==> src/hw/rtl/tsrs_pkg.sv <==
// types, codes and constants shared by the time-sync refresh supervisor
// no dependencies; compiled before every other file of the block
`default_nettype none

package tsrs_pkg;

    localparam int CFG_W     = 32;
    localparam int CFG_IDX_W = 2;
    localparam int UTC_W     = 32;
    localparam int CMD_W     = 2;
    localparam int STATE_W   = 3;
    localparam int TEST_W    = 2;

    // configuration register indexes
    localparam logic [CFG_IDX_W-1:0] CFG_TRY_TIMEOUT  = 2'd0;
    localparam logic [CFG_IDX_W-1:0] CFG_REFRESH      = 2'd1;
    localparam logic [CFG_IDX_W-1:0] CFG_ERROR_PERIOD = 2'd2;

    // configuration reset values
    localparam logic [CFG_W-1:0] TRY_TIMEOUT_RST  = 32'd5000;
    localparam logic [CFG_W-1:0] REFRESH_RST      = 32'd3600000;
    localparam logic [CFG_W-1:0] ERROR_PERIOD_RST = 32'd60000;

    // input command codes
    localparam logic [CMD_W-1:0] CMD_TICK  = 2'd0;
    localparam logic [CMD_W-1:0] CMD_TIME  = 2'd1;
    localparam logic [CMD_W-1:0] CMD_TEST  = 2'd2;
    localparam logic [CMD_W-1:0] CMD_RESET = 2'd3;

    // reported state codes
    localparam logic [STATE_W-1:0] ST_NOT_READY = 3'd0;
    localparam logic [STATE_W-1:0] ST_WAIT      = 3'd1;
    localparam logic [STATE_W-1:0] ST_SUCCESS   = 3'd2;
    localparam logic [STATE_W-1:0] ST_ERROR     = 3'd3;
    localparam logic [STATE_W-1:0] ST_TEST      = 3'd4;

    // server test status codes
    localparam logic [TEST_W-1:0] TEST_FAILED  = 2'd0;
    localparam logic [TEST_W-1:0] TEST_PASSED  = 2'd1;
    localparam logic [TEST_W-1:0] TEST_PENDING = 2'd2;

    typedef enum logic [3:0] {
        KIND_TICK  = 4'b0001,
        KIND_TIME  = 4'b0010,
        KIND_TEST  = 4'b0100,
        KIND_RESET = 4'b1000
    } t_kind;

    typedef enum logic [4:0] {
        MODE_NOT_READY = 5'b00001,
        MODE_WAIT      = 5'b00010,
        MODE_SUCCESS   = 5'b00100,
        MODE_ERROR     = 5'b01000,
        MODE_TEST      = 5'b10000
    } t_mode;

    typedef struct packed {
        t_kind            kind;
        logic             ready;
        logic [UTC_W-1:0] utc;
    } t_item;

    typedef struct packed {
        logic               stop_client;
        logic               start_client;
        logic               set_clock;
        logic [UTC_W-1:0]   clock_utc;
        logic               refresh_failed;
        logic [STATE_W-1:0] state_now;
        logic               test_done;
        logic               test_passed;
        logic               last_of_run;
    } t_result;

    function automatic logic [STATE_W-1:0] mode_code(input t_mode m);
        logic [STATE_W-1:0] c;
        case (m)
            MODE_WAIT:    c = ST_WAIT;
            MODE_SUCCESS: c = ST_SUCCESS;
            MODE_ERROR:   c = ST_ERROR;
            MODE_TEST:    c = ST_TEST;
            default:      c = ST_NOT_READY;
        endcase
        return c;
    endfunction

endpackage

`default_nettype wire

==> src/hw/rtl/tsrs_front.sv <==
// front end: input register stage that takes transfers and classifies the command
// depends on tsrs_pkg
`default_nettype none

module tsrs_front (
    input  wire logic                      i_clk,
    input  wire logic                      i_rst_n,
    input  wire logic                      i_in_valid,
    output logic                           o_in_ready,
    input  wire logic [tsrs_pkg::CMD_W-1:0] i_command,
    input  wire logic                      i_service_ready,
    input  wire logic [tsrs_pkg::UTC_W-1:0] i_utc_seconds,
    output logic                           o_item_valid,
    output tsrs_pkg::t_item                o_item,
    input  wire logic                      i_item_ready
);
    import tsrs_pkg::*;

    logic  r_valid;
    t_item r_item;
    t_item n_item;
    logic  accept;

    assign o_in_ready   = !r_valid || i_item_ready;
    assign accept       = i_in_valid && o_in_ready;
    assign o_item_valid = r_valid;
    assign o_item       = r_item;

    always_comb begin
        case (i_command)
            CMD_TICK: n_item.kind = KIND_TICK;
            CMD_TIME: n_item.kind = KIND_TIME;
            CMD_TEST: n_item.kind = KIND_TEST;
            default:  n_item.kind = KIND_RESET;
        endcase
        n_item.ready = i_service_ready;
        // the time only matters for a received-time event
        n_item.utc   = (i_command == CMD_TIME) ? i_utc_seconds : '0;
    end

    always_ff @(posedge i_clk) begin
        if (!i_rst_n) begin
            r_valid <= 1'b0;
        end else if (o_in_ready) begin
            r_valid <= i_in_valid;
        end
    end

    always_ff @(posedge i_clk) begin
        if (accept) begin
            r_item <= n_item;
        end
    end

endmodule

`default_nettype wire

==> src/hw/rtl/tsrs_fifo.sv <==
// small register queue with a typed payload, used between the stages
// no package dependency
`default_nettype none

module tsrs_fifo #(
    parameter type T     = logic,
    parameter int  DEPTH = 2
) (
    input  wire logic i_clk,
    input  wire logic i_rst_n,
    input  wire logic i_push,
    input  T          i_data,
    output logic      o_ready,
    output logic      o_valid,
    output T          o_data,
    input  wire logic i_pop
);
    localparam int PTR_W = (DEPTH > 1) ? $clog2(DEPTH) : 1;
    localparam int CNT_W = $clog2(DEPTH + 1);

    T                 r_mem [DEPTH];
    logic [PTR_W-1:0] r_wr;
    logic [PTR_W-1:0] r_rd;
    logic [CNT_W-1:0] r_cnt;
    logic             do_push;
    logic             do_pop;

    assign o_ready = (r_cnt != CNT_W'(DEPTH));
    assign o_valid = (r_cnt != '0);
    assign o_data  = r_mem[r_rd];
    assign do_push = i_push && o_ready;
    assign do_pop  = i_pop && o_valid;

    always_ff @(posedge i_clk) begin
        if (!i_rst_n) begin
            r_wr  <= '0;
            r_rd  <= '0;
            r_cnt <= '0;
        end else begin
            if (do_push) begin
                r_wr <= (r_wr == PTR_W'(DEPTH - 1)) ? '0 : r_wr + PTR_W'(1);
            end
            if (do_pop) begin
                r_rd <= (r_rd == PTR_W'(DEPTH - 1)) ? '0 : r_rd + PTR_W'(1);
            end
            r_cnt <= r_cnt + CNT_W'(do_push) - CNT_W'(do_pop);
        end
    end

    always_ff @(posedge i_clk) begin
        if (do_push) begin
            r_mem[r_wr] <= i_data;
        end
    end

endmodule

`default_nettype wire

==> src/hw/rtl/tsrs_back.sv <==
// back end: configuration registers, timers, mode machine and event sequencer
// depends on tsrs_pkg; one internal event is carried out per cycle unless the result queue is full
`default_nettype none

module tsrs_back #(
    parameter int RETRY_COUNT = 3,
    parameter int TIMER_WIDTH = 32
) (
    input  wire logic                          i_clk,
    input  wire logic                          i_rst_n,
    input  wire logic                          i_cfg_we,
    input  wire logic [tsrs_pkg::CFG_IDX_W-1:0] i_cfg_idx,
    input  wire logic [tsrs_pkg::CFG_W-1:0]    i_cfg_wdata,
    input  wire logic                          i_q_valid,
    input  tsrs_pkg::t_item                    i_q_item,
    output logic                               o_q_pop,
    input  wire logic                          i_res_ready,
    output logic                               o_res_push,
    output tsrs_pkg::t_result                  o_res
);
    import tsrs_pkg::*;

    localparam int TW      = TIMER_WIDTH;
    localparam int RC_W    = $clog2(RETRY_COUNT + 1);
    localparam int PROD_W  = CFG_W + RC_W;
    localparam int SREG_W  = (CFG_W > TW) ? CFG_W : TW;
    localparam int SPROD_W = (PROD_W > TW) ? PROD_W : TW;

    typedef enum logic [3:0] {
        PH_IDLE     = 4'b0001,
        PH_EVENT    = 4'b0010,
        PH_TRY      = 4'b0100,
        PH_DEADLINE = 4'b1000
    } t_phase;

    typedef enum logic [2:0] {
        EV_NONE,
        EV_READY,
        EV_NOT_READY,
        EV_GOT_TIME,
        EV_TEST,
        EV_TRY_OUT,
        EV_DEADLINE,
        EV_RESET
    } t_event;

    function automatic logic [TW-1:0] sat_reg(input logic [CFG_W-1:0] v);
        logic [SREG_W-1:0] ext;
        logic [SREG_W-1:0] lim;
        ext = SREG_W'(v);
        lim = SREG_W'({TW{1'b1}});
        return (ext > lim) ? lim[TW-1:0] : ext[TW-1:0];
    endfunction

    function automatic logic [TW-1:0] sat_prod(input logic [PROD_W-1:0] v);
        logic [SPROD_W-1:0] ext;
        logic [SPROD_W-1:0] lim;
        ext = SPROD_W'(v);
        lim = SPROD_W'({TW{1'b1}});
        return (ext > lim) ? lim[TW-1:0] : ext[TW-1:0];
    endfunction

    // configuration and derived timer loads
    logic [CFG_W-1:0]  r_try_timeout;
    logic [CFG_W-1:0]  r_refresh;
    logic [CFG_W-1:0]  r_err_period;
    logic [PROD_W-1:0] r_dl_prod;
    logic [TW-1:0]     r_try_load;
    logic [TW-1:0]     r_ref_load;
    logic [TW-1:0]     r_err_load;
    logic [TW-1:0]     r_dl_load;

    // supervisor state
    t_mode             r_mode;
    logic [TW-1:0]     r_try;
    logic              r_try_armed;
    logic [TW-1:0]     r_dl;
    logic              r_dl_armed;
    logic [TEST_W-1:0] r_test;
    t_phase            r_phase;
    t_item             r_item;

    // step logic
    t_event            ev;
    logic [TW-1:0]     try_base;
    logic [TW-1:0]     dl_base;
    logic              try_armed_base;
    logic              dl_armed_base;
    logic [TEST_W-1:0] test_base;
    t_mode             n_mode;
    logic [TW-1:0]     n_try;
    logic              n_try_armed;
    logic [TW-1:0]     n_dl;
    logic              n_dl_armed;
    logic [TEST_W-1:0] n_test;
    t_phase            n_phase;
    logic              stop;
    logic              start;
    logic              setclk;
    logic              failed;
    logic              do_wait;
    logic              do_test;
    logic              try_fire;
    logic              dl_fire;
    logic              has_res;
    logic              item_done;
    logic              step_go;

    // timer base after the tick countdown or the disarm of the firing timer
    always_comb begin
        try_base       = r_try;
        dl_base        = r_dl;
        try_armed_base = r_try_armed;
        dl_armed_base  = r_dl_armed;
        test_base      = r_test;
        ev             = EV_NONE;
        case (r_phase)
            PH_EVENT: begin
                case (r_item.kind)
                    KIND_TICK: begin
                        if (r_try_armed && (r_try != '0)) begin
                            try_base = r_try - TW'(1);
                        end
                        if (r_dl_armed && (r_dl != '0)) begin
                            dl_base = r_dl - TW'(1);
                        end
                        if (r_mode == MODE_NOT_READY) begin
                            if (r_item.ready) begin
                                ev = EV_READY;
                            end
                        end else if (!r_item.ready) begin
                            ev = EV_NOT_READY;
                        end
                    end
                    KIND_TIME: ev = EV_GOT_TIME;
                    KIND_TEST: begin
                        test_base = TEST_PENDING;
                        ev        = EV_TEST;
                    end
                    default: ev = EV_RESET;
                endcase
            end
            PH_TRY: begin
                try_armed_base = 1'b0;
                ev             = EV_TRY_OUT;
            end
            PH_DEADLINE: begin
                dl_armed_base = 1'b0;
                ev            = EV_DEADLINE;
            end
            default: ev = EV_NONE;
        endcase
    end

    // event dispatch on the mode machine
    always_comb begin
        n_mode      = r_mode;
        n_try       = try_base;
        n_try_armed = try_armed_base;
        n_dl        = dl_base;
        n_dl_armed  = dl_armed_base;
        n_test      = test_base;
        stop        = 1'b0;
        start       = 1'b0;
        setclk      = 1'b0;
        failed      = 1'b0;
        do_wait     = 1'b0;
        do_test     = 1'b0;
        case (r_mode)
            MODE_WAIT: begin
                case (ev)
                    EV_NOT_READY: begin
                        stop   = 1'b1;
                        n_mode = MODE_NOT_READY;
                    end
                    EV_GOT_TIME: begin
                        stop        = 1'b1;
                        setclk      = 1'b1;
                        n_try       = r_ref_load;
                        n_try_armed = 1'b1;
                        n_mode      = MODE_SUCCESS;
                    end
                    EV_TEST: begin
                        stop    = 1'b1;
                        do_test = 1'b1;
                    end
                    EV_TRY_OUT: begin
                        stop        = 1'b1;
                        start       = 1'b1;
                        n_try       = r_try_load;
                        n_try_armed = 1'b1;
                    end
                    EV_DEADLINE: begin
                        stop        = 1'b1;
                        failed      = 1'b1;
                        n_try       = r_err_load;
                        n_try_armed = 1'b1;
                        n_mode      = MODE_ERROR;
                    end
                    EV_RESET: begin
                        stop    = 1'b1;
                        do_wait = 1'b1;
                    end
                    default: ;
                endcase
            end
            MODE_SUCCESS, MODE_ERROR: begin
                case (ev)
                    EV_TEST:              do_test = 1'b1;
                    EV_TRY_OUT, EV_RESET: do_wait = 1'b1;
                    default: ;
                endcase
            end
            MODE_TEST: begin
                case (ev)
                    EV_NOT_READY: begin
                        stop   = 1'b1;
                        n_test = TEST_FAILED;
                        n_mode = MODE_NOT_READY;
                    end
                    EV_GOT_TIME: begin
                        stop    = 1'b1;
                        n_test  = TEST_PASSED;
                        do_wait = 1'b1;
                    end
                    EV_TEST: begin
                        stop    = 1'b1;
                        do_test = 1'b1;
                    end
                    EV_TRY_OUT: begin
                        n_test  = TEST_FAILED;
                        do_wait = 1'b1;
                    end
                    default: ;
                endcase
            end
            default: begin
                if (ev == EV_READY) begin
                    do_wait = 1'b1;
                end
            end
        endcase
        // fresh refresh: new try and a new overall deadline
        if (do_wait) begin
            start       = 1'b1;
            n_try       = r_try_load;
            n_try_armed = 1'b1;
            n_dl        = r_dl_load;
            n_dl_armed  = 1'b1;
            n_mode      = MODE_WAIT;
        end
        // server test: new try, deadline left alone
        if (do_test) begin
            start       = 1'b1;
            n_try       = r_try_load;
            n_try_armed = 1'b1;
            n_mode      = MODE_TEST;
        end
    end

    // look ahead at which timer checks of a tick still fire
    always_comb begin
        try_fire = n_try_armed && (n_try == '0);
        dl_fire  = n_dl_armed && (n_dl == '0);
        n_phase  = PH_IDLE;
        case (r_phase)
            PH_EVENT: begin
                if (r_item.kind == KIND_TICK) begin
                    if (try_fire) begin
                        n_phase = PH_TRY;
                    end else if (dl_fire) begin
                        n_phase = PH_DEADLINE;
                    end
                end
            end
            PH_TRY: begin
                if (dl_fire) begin
                    n_phase = PH_DEADLINE;
                end
            end
            default: n_phase = PH_IDLE;
        endcase
    end

    assign has_res    = (ev != EV_NONE);
    assign item_done  = (n_phase == PH_IDLE);
    assign step_go    = (r_phase != PH_IDLE) && (!has_res || i_res_ready);
    assign o_res_push = step_go && has_res;
    assign o_q_pop    = i_q_valid && ((r_phase == PH_IDLE) || (step_go && item_done));

    always_comb begin
        o_res.stop_client    = stop;
        o_res.start_client   = start;
        o_res.set_clock      = setclk;
        o_res.clock_utc      = setclk ? r_item.utc : '0;
        o_res.refresh_failed = failed;
        o_res.state_now      = mode_code(n_mode);
        o_res.test_done      = (n_test != TEST_PENDING);
        o_res.test_passed    = (n_test == TEST_PASSED);
        o_res.last_of_run    = item_done;
    end

    always_ff @(posedge i_clk) begin
        if (!i_rst_n) begin
            r_try_timeout <= TRY_TIMEOUT_RST;
            r_refresh     <= REFRESH_RST;
            r_err_period  <= ERROR_PERIOD_RST;
            r_mode        <= MODE_NOT_READY;
            r_try         <= '0;
            r_try_armed   <= 1'b0;
            r_dl          <= '0;
            r_dl_armed    <= 1'b0;
            r_test        <= TEST_FAILED;
            r_phase       <= PH_IDLE;
        end else begin
            if (i_cfg_we) begin
                case (i_cfg_idx)
                    CFG_TRY_TIMEOUT:  r_try_timeout <= i_cfg_wdata;
                    CFG_REFRESH:      r_refresh     <= i_cfg_wdata;
                    CFG_ERROR_PERIOD: r_err_period  <= i_cfg_wdata;
                    default: ;
                endcase
            end
            if (step_go) begin
                r_mode      <= n_mode;
                r_try       <= n_try;
                r_try_armed <= n_try_armed;
                r_dl        <= n_dl;
                r_dl_armed  <= n_dl_armed;
                r_test      <= n_test;
            end
            if (o_q_pop) begin
                r_phase <= PH_EVENT;
            end else if (step_go) begin
                r_phase <= n_phase;
            end
        end
    end

    // timer loads follow the registers; product then saturation
    always_ff @(posedge i_clk) begin
        r_dl_prod  <= PROD_W'(r_try_timeout) * PROD_W'(RETRY_COUNT);
        r_dl_load  <= sat_prod(r_dl_prod);
        r_try_load <= sat_reg(r_try_timeout);
        r_ref_load <= sat_reg(r_refresh);
        r_err_load <= sat_reg(r_err_period);
        if (o_q_pop) begin
            r_item <= i_q_item;
        end
    end

endmodule

`default_nettype wire

==> src/hw/rtl/time_sync_refresh_supervisor.sv <==
// top level of the time-sync refresh supervisor: front stage, item queue,
// sequencer and result queue; depends on tsrs_pkg, tsrs_front, tsrs_fifo, tsrs_back
//
//  channel   handshake                  payload
//  input     i_in_valid / o_in_ready    i_command, i_service_ready, i_utc_seconds
//  result    o_out_valid / i_out_ready  o_stop_client .. o_last_of_run
//  config    i_cfg_we (no wait)         i_cfg_idx, i_cfg_wdata
//
// a tick is worked off as a ready check, then a try timer check and then a deadline
// check, each only if its timer fires; a time, test or reset command needs no timer check
// the sequencer is the limiting unit
// an item is registered in the front stage, the item queue and the sequencer in turn
// reset is synchronous and active low; there is no clearing pass
// a full result queue stalls the sequencer, a full item queue stalls the input
`default_nettype none

module time_sync_refresh_supervisor #(
    parameter int RETRY_COUNT = 3,
    parameter int TIMER_WIDTH = 32
) (
    input  wire logic                          i_clk,
    input  wire logic                          i_rst_n,
    // configuration writes
    input  wire logic                          i_cfg_we,
    input  wire logic [tsrs_pkg::CFG_IDX_W-1:0] i_cfg_idx,
    input  wire logic [tsrs_pkg::CFG_W-1:0]    i_cfg_wdata,
    // input items
    input  wire logic                          i_in_valid,
    output logic                               o_in_ready,
    input  wire logic [tsrs_pkg::CMD_W-1:0]    i_command,
    input  wire logic                          i_service_ready,
    input  wire logic [tsrs_pkg::UTC_W-1:0]    i_utc_seconds,
    // result items
    output logic                               o_out_valid,
    input  wire logic                          i_out_ready,
    output logic                               o_stop_client,
    output logic                               o_start_client,
    output logic                               o_set_clock,
    output logic [tsrs_pkg::UTC_W-1:0]         o_clock_utc,
    output logic                               o_refresh_failed,
    output logic [tsrs_pkg::STATE_W-1:0]       o_state_now,
    output logic                               o_test_done,
    output logic                               o_test_passed,
    output logic                               o_last_of_run
);
    import tsrs_pkg::*;

    // front stage to item queue
    logic    fr_valid;
    logic    fr_ready;
    t_item   fr_item;
    // item queue to sequencer
    logic    q_valid;
    logic    q_pop;
    t_item   q_item;
    // sequencer to result queue
    logic    res_push;
    logic    res_ready;
    t_result res;
    t_result out_res;

    // decode each input transfer into an item
    tsrs_front u_front (
        .i_clk          (i_clk),
        .i_rst_n        (i_rst_n),
        .i_in_valid     (i_in_valid),
        .o_in_ready     (o_in_ready),
        .i_command      (i_command),
        .i_service_ready(i_service_ready),
        .i_utc_seconds  (i_utc_seconds),
        .o_item_valid   (fr_valid),
        .o_item         (fr_item),
        .i_item_ready   (fr_ready)
    );

    // short queue so the front keeps taking items while a tick is worked off
    tsrs_fifo #(
        .T    (t_item),
        .DEPTH(2)
    ) u_item_q (
        .i_clk  (i_clk),
        .i_rst_n(i_rst_n),
        .i_push (fr_valid),
        .i_data (fr_item),
        .o_ready(fr_ready),
        .o_valid(q_valid),
        .o_data (q_item),
        .i_pop  (q_pop)
    );

    // timers, mode machine, one event per cycle unless the result queue is full
    tsrs_back #(
        .RETRY_COUNT(RETRY_COUNT),
        .TIMER_WIDTH(TIMER_WIDTH)
    ) u_back (
        .i_clk      (i_clk),
        .i_rst_n    (i_rst_n),
        .i_cfg_we   (i_cfg_we),
        .i_cfg_idx  (i_cfg_idx),
        .i_cfg_wdata(i_cfg_wdata),
        .i_q_valid  (q_valid),
        .i_q_item   (q_item),
        .o_q_pop    (q_pop),
        .i_res_ready(res_ready),
        .o_res_push (res_push),
        .o_res      (res)
    );

    // result queue parts the sequencer from the downstream handshake
    tsrs_fifo #(
        .T    (t_result),
        .DEPTH(2)
    ) u_res_q (
        .i_clk  (i_clk),
        .i_rst_n(i_rst_n),
        .i_push (res_push),
        .i_data (res),
        .o_ready(res_ready),
        .o_valid(o_out_valid),
        .o_data (out_res),
        .i_pop  (i_out_ready)
    );

    assign o_stop_client    = out_res.stop_client;
    assign o_start_client   = out_res.start_client;
    assign o_set_clock      = out_res.set_clock;
    assign o_clock_utc      = out_res.clock_utc;
    assign o_refresh_failed = out_res.refresh_failed;
    assign o_state_now      = out_res.state_now;
    assign o_test_done      = out_res.test_done;
    assign o_test_passed    = out_res.test_passed;
    assign o_last_of_run    = out_res.last_of_run;

endmodule

`default_nettype wire

==> config.mk <==
export PLATFORM = sky130hd
export DESIGN_NAME = time_sync_refresh_supervisor
export DESIGN_NICKNAME = d
export VERILOG_FILES = /design/src/hw/rtl/tsrs_pkg.sv /design/src/hw/rtl/tsrs_front.sv /design/src/hw/rtl/tsrs_fifo.sv /design/src/hw/rtl/tsrs_back.sv /design/src/hw/rtl/time_sync_refresh_supervisor.sv
export SDC_FILE = /design/constraint.sdc
export NUM_CORES = 1
export LEC_CHECK = 0
export ABC_AREA = 1
export BUFFER_PORTS_ARGS = -buffer_cell sky130_fd_sc_hd__buf_4
export CAP_MARGIN = 20
export CORE_ASPECT_RATIO = 0.8
export CORE_MARGIN = 5
export CORE_UTILIZATION = 32
export DETAILED_ROUTE_END_ITERATION = 8
export PLACE_DENSITY = 0.45
export SYNTH_ARGS = -nofsm -noshare
export SYNTH_HDL_FRONTEND = slang
export SYNTH_SLANG_ARGS = --single-unit
==> constraint.sdc <==
create_clock -name i_clk -period 5.6 [get_ports i_clk]
set_input_delay 0.28 -clock i_clk [delete_from_list [all_inputs] [get_ports i_clk]]
set_output_delay 0.28 -clock i_clk [all_outputs]
set_load 0.02 [all_outputs]
==> results of run 1 <==
-- flip-flops by register name (all words and copies together) (netlist names), 5 cells and up, named ones only --
signal,count
u_back.r_try_load,31
u_front.o_item,37
u_back.r_dl,32
u_back.r_try_timeout,32
u_back.r_refresh,32
u_back.r_item,37
u_back.r_ref_load,32
u_back.r_try,32
u_back.r_dl_prod,34
u_res_q.r_mem,84
u_back.r_dl_load,32
u_back.r_err_period,32
u_item_q.r_mem,74
u_back.r_mode,5
u_back.r_err_load,32
-- repair_timing --
action                    in CTS  in global routing
buffers inserted               0                  0
gates resized for setup        0                  0
hold buffers                  69                  0
hold endpoints to repair     131                  0
-- worst register-to-register path, stage by stage, from the launching register on --
cell and delay, ns:
dfxtp_1 0.34, nor2_1 0.14, inv_2 0.08, nor2_8 0.35
inv_1 0.24, nor2_1 0.27, o21ai_1 0.28, nand3_4 0.45
inv_4 0.25, or2_0 0.26, nand2_1 0.08, nand2_1 0.06
nor2_1 0.12, nand2_1 0.06, nor2_1 0.14, nand2_1 0.17
nand2_1 0.10, nand2_1 0.09, nand2_2 0.10, nand4_4 0.12
inv_1 0.12, ha_1 0.24, inv_1 0.06, ha_1 0.14
xor2_1 0.18, o21ai_0 0.09, a21oi_1 0.14
-- metrics by stage --
step                      total power, mW  hold slack [ns]  setup slack (ns)  instances
after CTS                            13.4           0.0450             0.906       4137
final                                13.3           0.0698             0.874       4137
after global routing                 14.1           0.0965             0.449       4137
after global placement               9.20            0.331             0.959       3950
after floorplan                      7.91            0.326              1.18       2883
after detailed placement             9.19            0.331             0.909       3952
-- metal layers --
metal  wire [um]  share of wire  global-route usage
met1       39400           0.52               0.284
met2       31000           0.41               0.258
met3        3870          0.051              0.0217
met4        1130          0.015              0.0345
met5           0              0                   0
-- synthesized netlist by cell type, types with 10 or more instances --
cell	n	share of area
edfxtp_1	232	0.28
ha_1	40	0.020
nand4_1	20	0.0051
a31oi_1	15	0.0038
a21oi_1	94	0.019
o211ai_1	25	0.0076
inv_2	12	0.0018
dfxtp_1	344	0.28
nor3_1	12	0.0024
o21ai_0	216	0.044
xor2_1	40	0.014
nand3_1	131	0.027
xnor2_1	16	0.0057
mux2_2	42	0.019
nand2_1	664	0.10
nor2_1	462	0.070
buf_2	15	0.0030
nand2_2	10	0.0025
clkbuf_1	75	0.011
o21ai_1	16	0.0032
inv_1	311	0.047
-- final timing paths --
path	from	endpoint	slack, ns	depth (start not counted)
hold / removal	i_out_ready	register	0.07	4
setup reg to reg	u_back.r_phase[2]	u_item_q.r_cnt[1]	0.87	26
setup / recovery	u_back.r_phase[2]	u_item_q.r_cnt[1]	0.87	26
hold reg to reg	u_back.r_refresh[24]	u_back.r_ref_load[24]	0.34	0
-- area by class of cell --
| cell class | count | area, um^2 |
|---|---|---|
| multi-input cells | 1874 | 9170 |
| clock buffers | 77 | 1650 |
| fillers | 7880 | 47300 |
| inverters | 327 | 1230 |
| flip-flops and latches | 576 | 13900 |
| well taps | 1023 | 1280 |
| clock inverters | 39 | 404 |
| repair buffers | 221 | 1850 |
-- logic make-up (layout without fill, tap and decap cells) --
| logic type | after synthesis | count (layout) | share of synthesized area |
|---|---|---|---|
| flops | 576 | 576 | 0.561 |
| simple gates | 1344 | 1344 | 0.224 |
| xor+xnor | 56 | 56 | 0.0199 |
| compound gates | 391 | 391 | 0.0854 |
| fa+ha+maj | 41 | 41 | 0.0211 |
| mux | 42 | 42 | 0.0192 |
| buf+inv | 433 | 664 | 0.0693 |
-- power breakdown --
part	switching [mW]	internal, mW
Sequential	0.451	5.06
Combinational	2.54	1.12
Clock	1.78	2.34
==> flow_metrics.env, run 1 <==
export IMPL_area_growth_pct=19.2
export IMPL_ios=118
export IMPL_fin_crit_sh=0.844
export IMPL_hold_class="input pin to register"
export IMPL_cts_htree_levels=2
export IMPL_io_buffers=117
export IMPL_skew_ns=0.0364
export IMPL_finish_instance_area_um2=29400
export IMPL_cts_inserted_buffers=61
export IMPL_synthFlopType="dfxtp_1"
export IMPL_synth_edff_count=232
export IMPL_worstPathMaxFanout=36
export IMPL_grt_pass1_vias=18700
export IMPL_status="finished clean"
export IMPL_wl_per_cell_um=18.2
export IMPL_start_util=0.322
export IMPL_clk_latency_ns=0.66
export IMPL_grt_usage=0.178
export IMPL_vias_per_cell=4.70
export IMPL_dpl_instance_area_um2=26700
export IMPL_antenna_found_initial=1
export IMPL_die_area_um2=82800
export IMPL_final_cell_mix="nand2_1 (664), nor2_1 (454), dfxtp_1 (343)"
export IMPL_max_stage_delay_ns=0.45
export IMPL_worst_slew_pin_transition_ns=0.766
export IMPL_synth_distinct_cells=51
export IMPL_drc=0
export IMPL_die_h_um=258
export IMPL_final_common_cell="nand2_1"
export IMPL_gp_congestion=0.909
export IMPL_period_minus_slack_ns=4.73
export IMPL_drt_iter0_drc=1681
export IMPL_grt_max_degree=74
export IMPL_layout_nets=3176
export IMPL_syn_nets=2998
export IMPL_finalWirelength_mm=75.4
export IMPL_async_flop_share=0
export IMPL_p_leak_nw=13.1
export IMPL_syn_area_per_cell_um2=8.56
export IMPL_crit_path_end_kind="register"
export IMPL_cp_required_ns=6.16
export IMPL_cap_viol_max_count=0
export IMPL_drtAntennaViolNets=0
export IMPL_netlist_area_um2=24700
export IMPL_setup_viol=0
export IMPL_clockBufferDepth=3
export IMPL_cp_arrival_ns=5.28
export IMPL_relSlewSlack=0.488
export IMPL_synth_seq_area_share=0.561
export IMPL_path_clk_slew_ns=0.06
export IMPL_rsz0062_at_grt="false"
export IMPL_globalRouteOverflowTotal=0
export IMPL_path_common_cell="nand2_1"
export IMPL_cts_root_buffer="clkbuf_16"
export IMPL_fp_dieW_um=321
export IMPL_synth_warnings=0
export IMPL_setup_tns_ns=0
export IMPL_cp_top_family="simple AND/OR/NAND/NOR gates"
export IMPL_grt_pass1_wl_mm=115
export IMPL_insertedDiodeCount=0
export IMPL_ir_drop_mv=0.247
export IMPL_cp_start_kind="register"
export IMPL_cts_tree="done"
export IMPL_crit_type="register to register"
export IMPL_slew_violations=0
export IMPL_fmax_ghz=0.212
export IMPL_ys_ff_latch=576
export IMPL_num_rows=91
export IMPL_finalHoldViolCount=0
export IMPL_drt_pass1_iter_count=5
export IMPL_synthCells=2883
export IMPL_final_layout_size_suffix_gt1_frac=0.117
export IMPL_crit_slowest_cell="nand3_4"
export IMPL_final_util=0.384
export IMPL_crit_buf_inv=5
export IMPL_power_density_nw_per_um2=451
export IMPL_hpwl_mm=53.4
export IMPL_vias=19400
export IMPL_cts_sinks=576
export IMPL_core_um2=76700
Note: power is estimated with default switching activity, not from simulation.
==> inputs of run 2 (changes only) <==
clock period = 4.76 ns   (was 5.6 ns; I/O delays follow)
==> flow_metrics.env, run 2 (synthesized netlist as in run 1, its figures left out) <==
export IMPL_period_minus_slack_ns=4.40
export IMPL_status="finished clean"
export IMPL_worstPathMaxFanout=11
export IMPL_max_stage_delay_ns=0.38
export IMPL_drt_pass1_iter_count=5
export IMPL_crit_path_end_kind="register"
export IMPL_grt_pass1_wl_mm=116
export IMPL_cp_start_kind="register"
export IMPL_io_buffers=117
export IMPL_insertedDiodeCount=0
export IMPL_finalHoldViolCount=0
export IMPL_final_layout_size_suffix_gt1_frac=0.119
export IMPL_die_h_um=258
export IMPL_cp_arrival_ns=4.93
export IMPL_hold_class="input pin to register"
export IMPL_largest_register="u_res_q.r_mem"
export IMPL_grt_usage=0.180
export IMPL_drtAntennaViolNets=0
export IMPL_globalRouteOverflowTotal=0
export IMPL_power_density_nw_per_um2=535
export IMPL_start_util=0.322
export IMPL_crit_type="register to register"
export IMPL_drt_iter0_drc=1597
export IMPL_gp_congestion=0.896
export IMPL_largestRegisters="u_res_q.r_mem: 84 flops, u_item_q.r_mem: 74 flops"
export IMPL_path_common_cell="nand2_1"
export IMPL_vias=19400
export IMPL_relSlewSlack=0.412
export IMPL_fmax_ghz=0.227
export IMPL_antenna_found_initial=2
export IMPL_slew_violations=0
export IMPL_ios=118
export IMPL_final_common_cell="nand2_1"
export IMPL_path_clk_slew_ns=0.06
export IMPL_cp_required_ns=5.29
export IMPL_clockBufferDepth=3
export IMPL_num_rows=91
export IMPL_skew_ns=0.0367
export IMPL_core_um2=76700
export IMPL_setup_viol=0
export IMPL_die_area_um2=82800
export IMPL_cap_viol_max_count=0
export IMPL_fp_dieW_um=321
export IMPL_finalWirelength_mm=75.3
export IMPL_worst_slew_pin_transition_ns=0.880
export IMPL_layout_nets=3195
export IMPL_wl_per_cell_um=18.1
export IMPL_fin_crit_sh=0.924
export IMPL_hold_depth=2
export IMPL_rsz0062_at_grt="false"
export IMPL_cts_htree_levels=3
export IMPL_clk_latency_ns=0.62
export IMPL_drc=0
export IMPL_cts_sinks=576
export IMPL_post_cts_setup_buffer_count=0
export IMPL_largest_register_ffs=84
export IMPL_p_leak_nw=13.3
export IMPL_ir_drop_mv=0.312
export IMPL_setup_tns_ns=0
export IMPL_crit_slowest_cell="edfxtp_1"
export IMPL_area_growth_pct=20.5
export IMPL_worst_r2r_path_depth=29
export IMPL_vias_per_cell=4.68
export IMPL_cts_root_buffer="clkbuf_16"
export IMPL_final_cell_mix="nand2_1 (664), nor2_1 (454), dfxtp_1 (343)"
export IMPL_whs_ns=0.148
export IMPL_grt_pass1_vias=19000
export IMPL_cts_tree="done"
export IMPL_grt_max_degree=116
export IMPL_cts_inserted_buffers=66
export IMPL_hpwl_mm=53.8
-- run 2: cell types whose count changed in the layout (fill, tap and decap cells not counted), sizes merged --
cell,before,now
clkbuf,77,91
buf,152,165
clkinvlp,7,2
clkinv,28,24
inv,326,324
bufinv,5,4
dlygate4sd3,69,70
-- run 2: metrics by stage --
stage	instances	area (um^2)	power, mW	utilization	worst slack [ns]
detailed placement	3965	26800	10.8	0.350	0.282
CTS	4153	29700	16.1	0.388	0.255
global route	4153	29700	16.9	0.388	0.00604
global placement	3964	26800	10.8	0.349	0.264
finish	4153	29700	15.9	0.388	0.360
floorplan	2883	24700	9.31	-	0.336
-- run 2: worst paths after layout --
kind / slack (ns) / to / start
hold / removal: 0.15 / u_back.r_try_timeout[3] / i_rst_n
setup reg to reg: 0.36 / u_item_q.r_cnt[1] / u_back.r_item[36]
setup / recovery: 0.36 / u_item_q.r_cnt[1] / u_back.r_item[36]
hold reg to reg: 0.33 / u_back.r_ref_load[27] / u_back.r_refresh[27]
-- run 2: where the power goes --
group | internal, mW | total (mW) | switching (mW)
Sequential | 5.95 | 6.48 | 0.523
Combinational | 1.36 | 4.32 | 2.97
Clock | 3.02 | 5.10 | 2.09
Total | 10.3 | 15.9 | 5.58
-- run 2: metal layers --
metal  vias to the layer above  part of all wire  track usage
met3                        91             0.053       0.0325
met1                      9147              0.53        0.283
met5                         -                 0            0
met4                         0             0.018       0.0421
li1                       9696                 -            -
met2                       484              0.40        0.254
-- run 2: critical path, delay by kind of cell (launching register included) --
kind                     cells  cell delay, ns
AND/OR/NAND/NOR             19            2.48
AO/OA/AOI/OAI                4            0.46
adder cells (fa/ha/maj)      2            0.43
buffers and inverters        3            0.39
flip-flops                   1            0.38
XOR/XNOR                     1            0.18
-- run 2: cell type report --
cell class	instances	area, um^2
fill	7906	47000
sequential	576	13900
multi-input combinational	1874	9180
timing repair buffer	235	2000
clock buffer	91	1880
tap	1023	1280
inverter	327	1230
clock inverter	27	329
-- run 2: repair_timing --
action                                  4_1_cts  5_1_grt
endpoints found under the hold margin       132        0
endpoints found under the setup margin        0       38
hold buffers                                 70        0
gates resized for setup                       0        3
==> inputs of run 3 (changes only) <==
CTS_BUF_LIST = sky130_fd_sc_hd__clkbuf_4   (was unset)
==> flow_metrics.env, run 3 (synthesized netlist as in run 1, its figures left out) <==
export IMPL_status="finished clean"
export IMPL_path_common_cell="nand2_1"
export IMPL_dp_cells=3965
export IMPL_finalWirelength_mm=77.5
export IMPL_core_um2=76700
export IMPL_globalRouteOverflowTotal=0
export IMPL_drtAntennaViolNets=0
export IMPL_slew_violations=0
export IMPL_ios=118
export IMPL_total_power_mw=15.3
export IMPL_final_cell_mix="nand2_1 (664), nor2_1 (453), dfxtp_1 (343)"
export IMPL_crit_slowest_cell="edfxtp_1"
export IMPL_relSlewSlack=0.414
export IMPL_grt_pass1_wl_mm=119
export IMPL_drt_iter0_drc=1521
export IMPL_worst_slew_pin_transition_ns=0.878
export IMPL_setup_viol=0
export IMPL_grt_max_degree=116
export IMPL_cap_viol_max_count=0
export IMPL_cp_required_ns=5.64
export IMPL_largest_register_ffs=84
export IMPL_cts_htree_levels=4
export IMPL_die_area_um2=82800
export IMPL_skew_ns=0.0850
export IMPL_cts_root_buffer="clkbuf_4"
export IMPL_drt_pass1_iter_count=5
export IMPL_grt_pass1_vias=20300
export IMPL_p_leak_nw=13.7
export IMPL_hold_class="input pin to register"
export IMPL_num_fill_cells=7971
export IMPL_placement_setup_worst_slack_ns=0.282
export IMPL_die_h_um=258
export IMPL_crit_path_end_kind="register"
export IMPL_final_common_cell="nand2_1"
export IMPL_dpl_instance_area_um2=26800
export IMPL_clockBufferDepth=3
export IMPL_fmax_ghz=0.227
export IMPL_clk_latency_ns=1.03
export IMPL_final_layout_size_suffix_gt1_frac=0.154
export IMPL_worst_r2r_path_depth=29
export IMPL_area_growth_pct=23.1
export IMPL_cts_inserted_buffers=157
export IMPL_largestRegisters="u_res_q.r_mem: 84 flops, u_item_q.r_mem: 74 flops"
export IMPL_finish_instance_area_um2=30400
export IMPL_largest_register="u_res_q.r_mem"
export IMPL_io_buffers=117
export IMPL_start_util=0.322
export IMPL_stdcell_count=4392
export IMPL_crit_type="register to register"
export IMPL_fp_dieW_um=321
export IMPL_finalHoldViolCount=0
export IMPL_max_stage_delay_ns=0.38
export IMPL_gp_congestion=0.896
export IMPL_power_density_nw_per_um2=502
export IMPL_cts_tree="done"
export IMPL_rsz0062_at_grt="false"
export IMPL_hold_depth=4
export IMPL_drc=0
export IMPL_cts_sinks=576
export IMPL_setup_slack_ns=0.348
export IMPL_num_rows=91
export IMPL_vias_per_cell=4.61
export IMPL_worstPathMaxFanout=11
export IMPL_hpwl_mm=53.8
export IMPL_setup_tns_ns=0
export IMPL_fin_crit_sh=0.927
export IMPL_antenna_found_initial=3
export IMPL_whs_ns=0.157
export IMPL_path_clk_slew_ns=0.07
export IMPL_wl_per_cell_um=17.6
export IMPL_layout_nets=3375
export IMPL_grt_usage=0.186
export IMPL_period_minus_slack_ns=4.41
export IMPL_vias=20200
export IMPL_ir_drop_mv=0.221
export IMPL_cp_start_kind="register"
export IMPL_cp_arrival_ns=5.29
export IMPL_final_util=0.396
==> run 3: final timing paths <==
| check | startpoint | to | slack, ns |
|---|---|---|---|
| hold / removal | i_command[0] | u_front.o_item[36] | 0.16 |
| setup reg to reg | u_back.r_item[36] | u_item_q.r_cnt[1] | 0.35 |
| hold reg to reg | u_back.r_refresh[8] | u_back.r_ref_load[8] | 0.31 |
| setup / recovery | u_back.r_item[36] | u_item_q.r_cnt[1] | 0.35 |
==> run 3: cell type report <==
class	count	area [um^2]	area share
multi-input cells	1874	9180	0.302
well taps	1023	1280	0.0421
clock inverters	32	213	0.00700
inverters	327	1230	0.0405
flip-flops and latches	576	13900	0.456
repair buffers	324	2890	0.0950
diodes	7	17.5	0.000577
clock buffers	229	1720	0.0566
==> run 3: critical path, delay by kind of cell, from the launching register on <==
family          cells  cell delay (ns)
simple gates       19             2.51
compound gates      4             0.46
fa+ha+maj           2             0.43
buf+inv             3             0.40
flops               1             0.38
xor+xnor            1             0.18
==> run 3: where the power goes <==
| group | internal [mW] | total, mW | switching [mW] | leakage [nW] |
|---|---|---|---|---|
| clock | 2.30 | 4.40 | 2.10 | 1.15 |
| sequential | 5.95 | 6.47 | 0.521 | 5.18 |
| combinational | 1.40 | 4.37 | 2.97 | 7.42 |
==> run 3: layer usage <==
| metal | share of wire | track usage | up-vias |
|---|---|---|---|
| met5 | 0 | 0 | - |
| met4 | 0.019 | 0.0596 | 0 |
| met3 | 0.072 | 0.0483 | 126 |
| met2 | 0.40 | 0.261 | 557 |
| met1 | 0.51 | 0.280 | 9408 |
| li1 | - | - | 10100 |
==> run 3: what timing repair did <==
action | 4_1_cts | 5_1_grt
setup buffers | 0 | 1
endpoints found under the hold margin | 161 | 0
setup endpoints to repair | 0 | 38
gates resized for setup | 0 | 4
hold buffers | 158 | 0
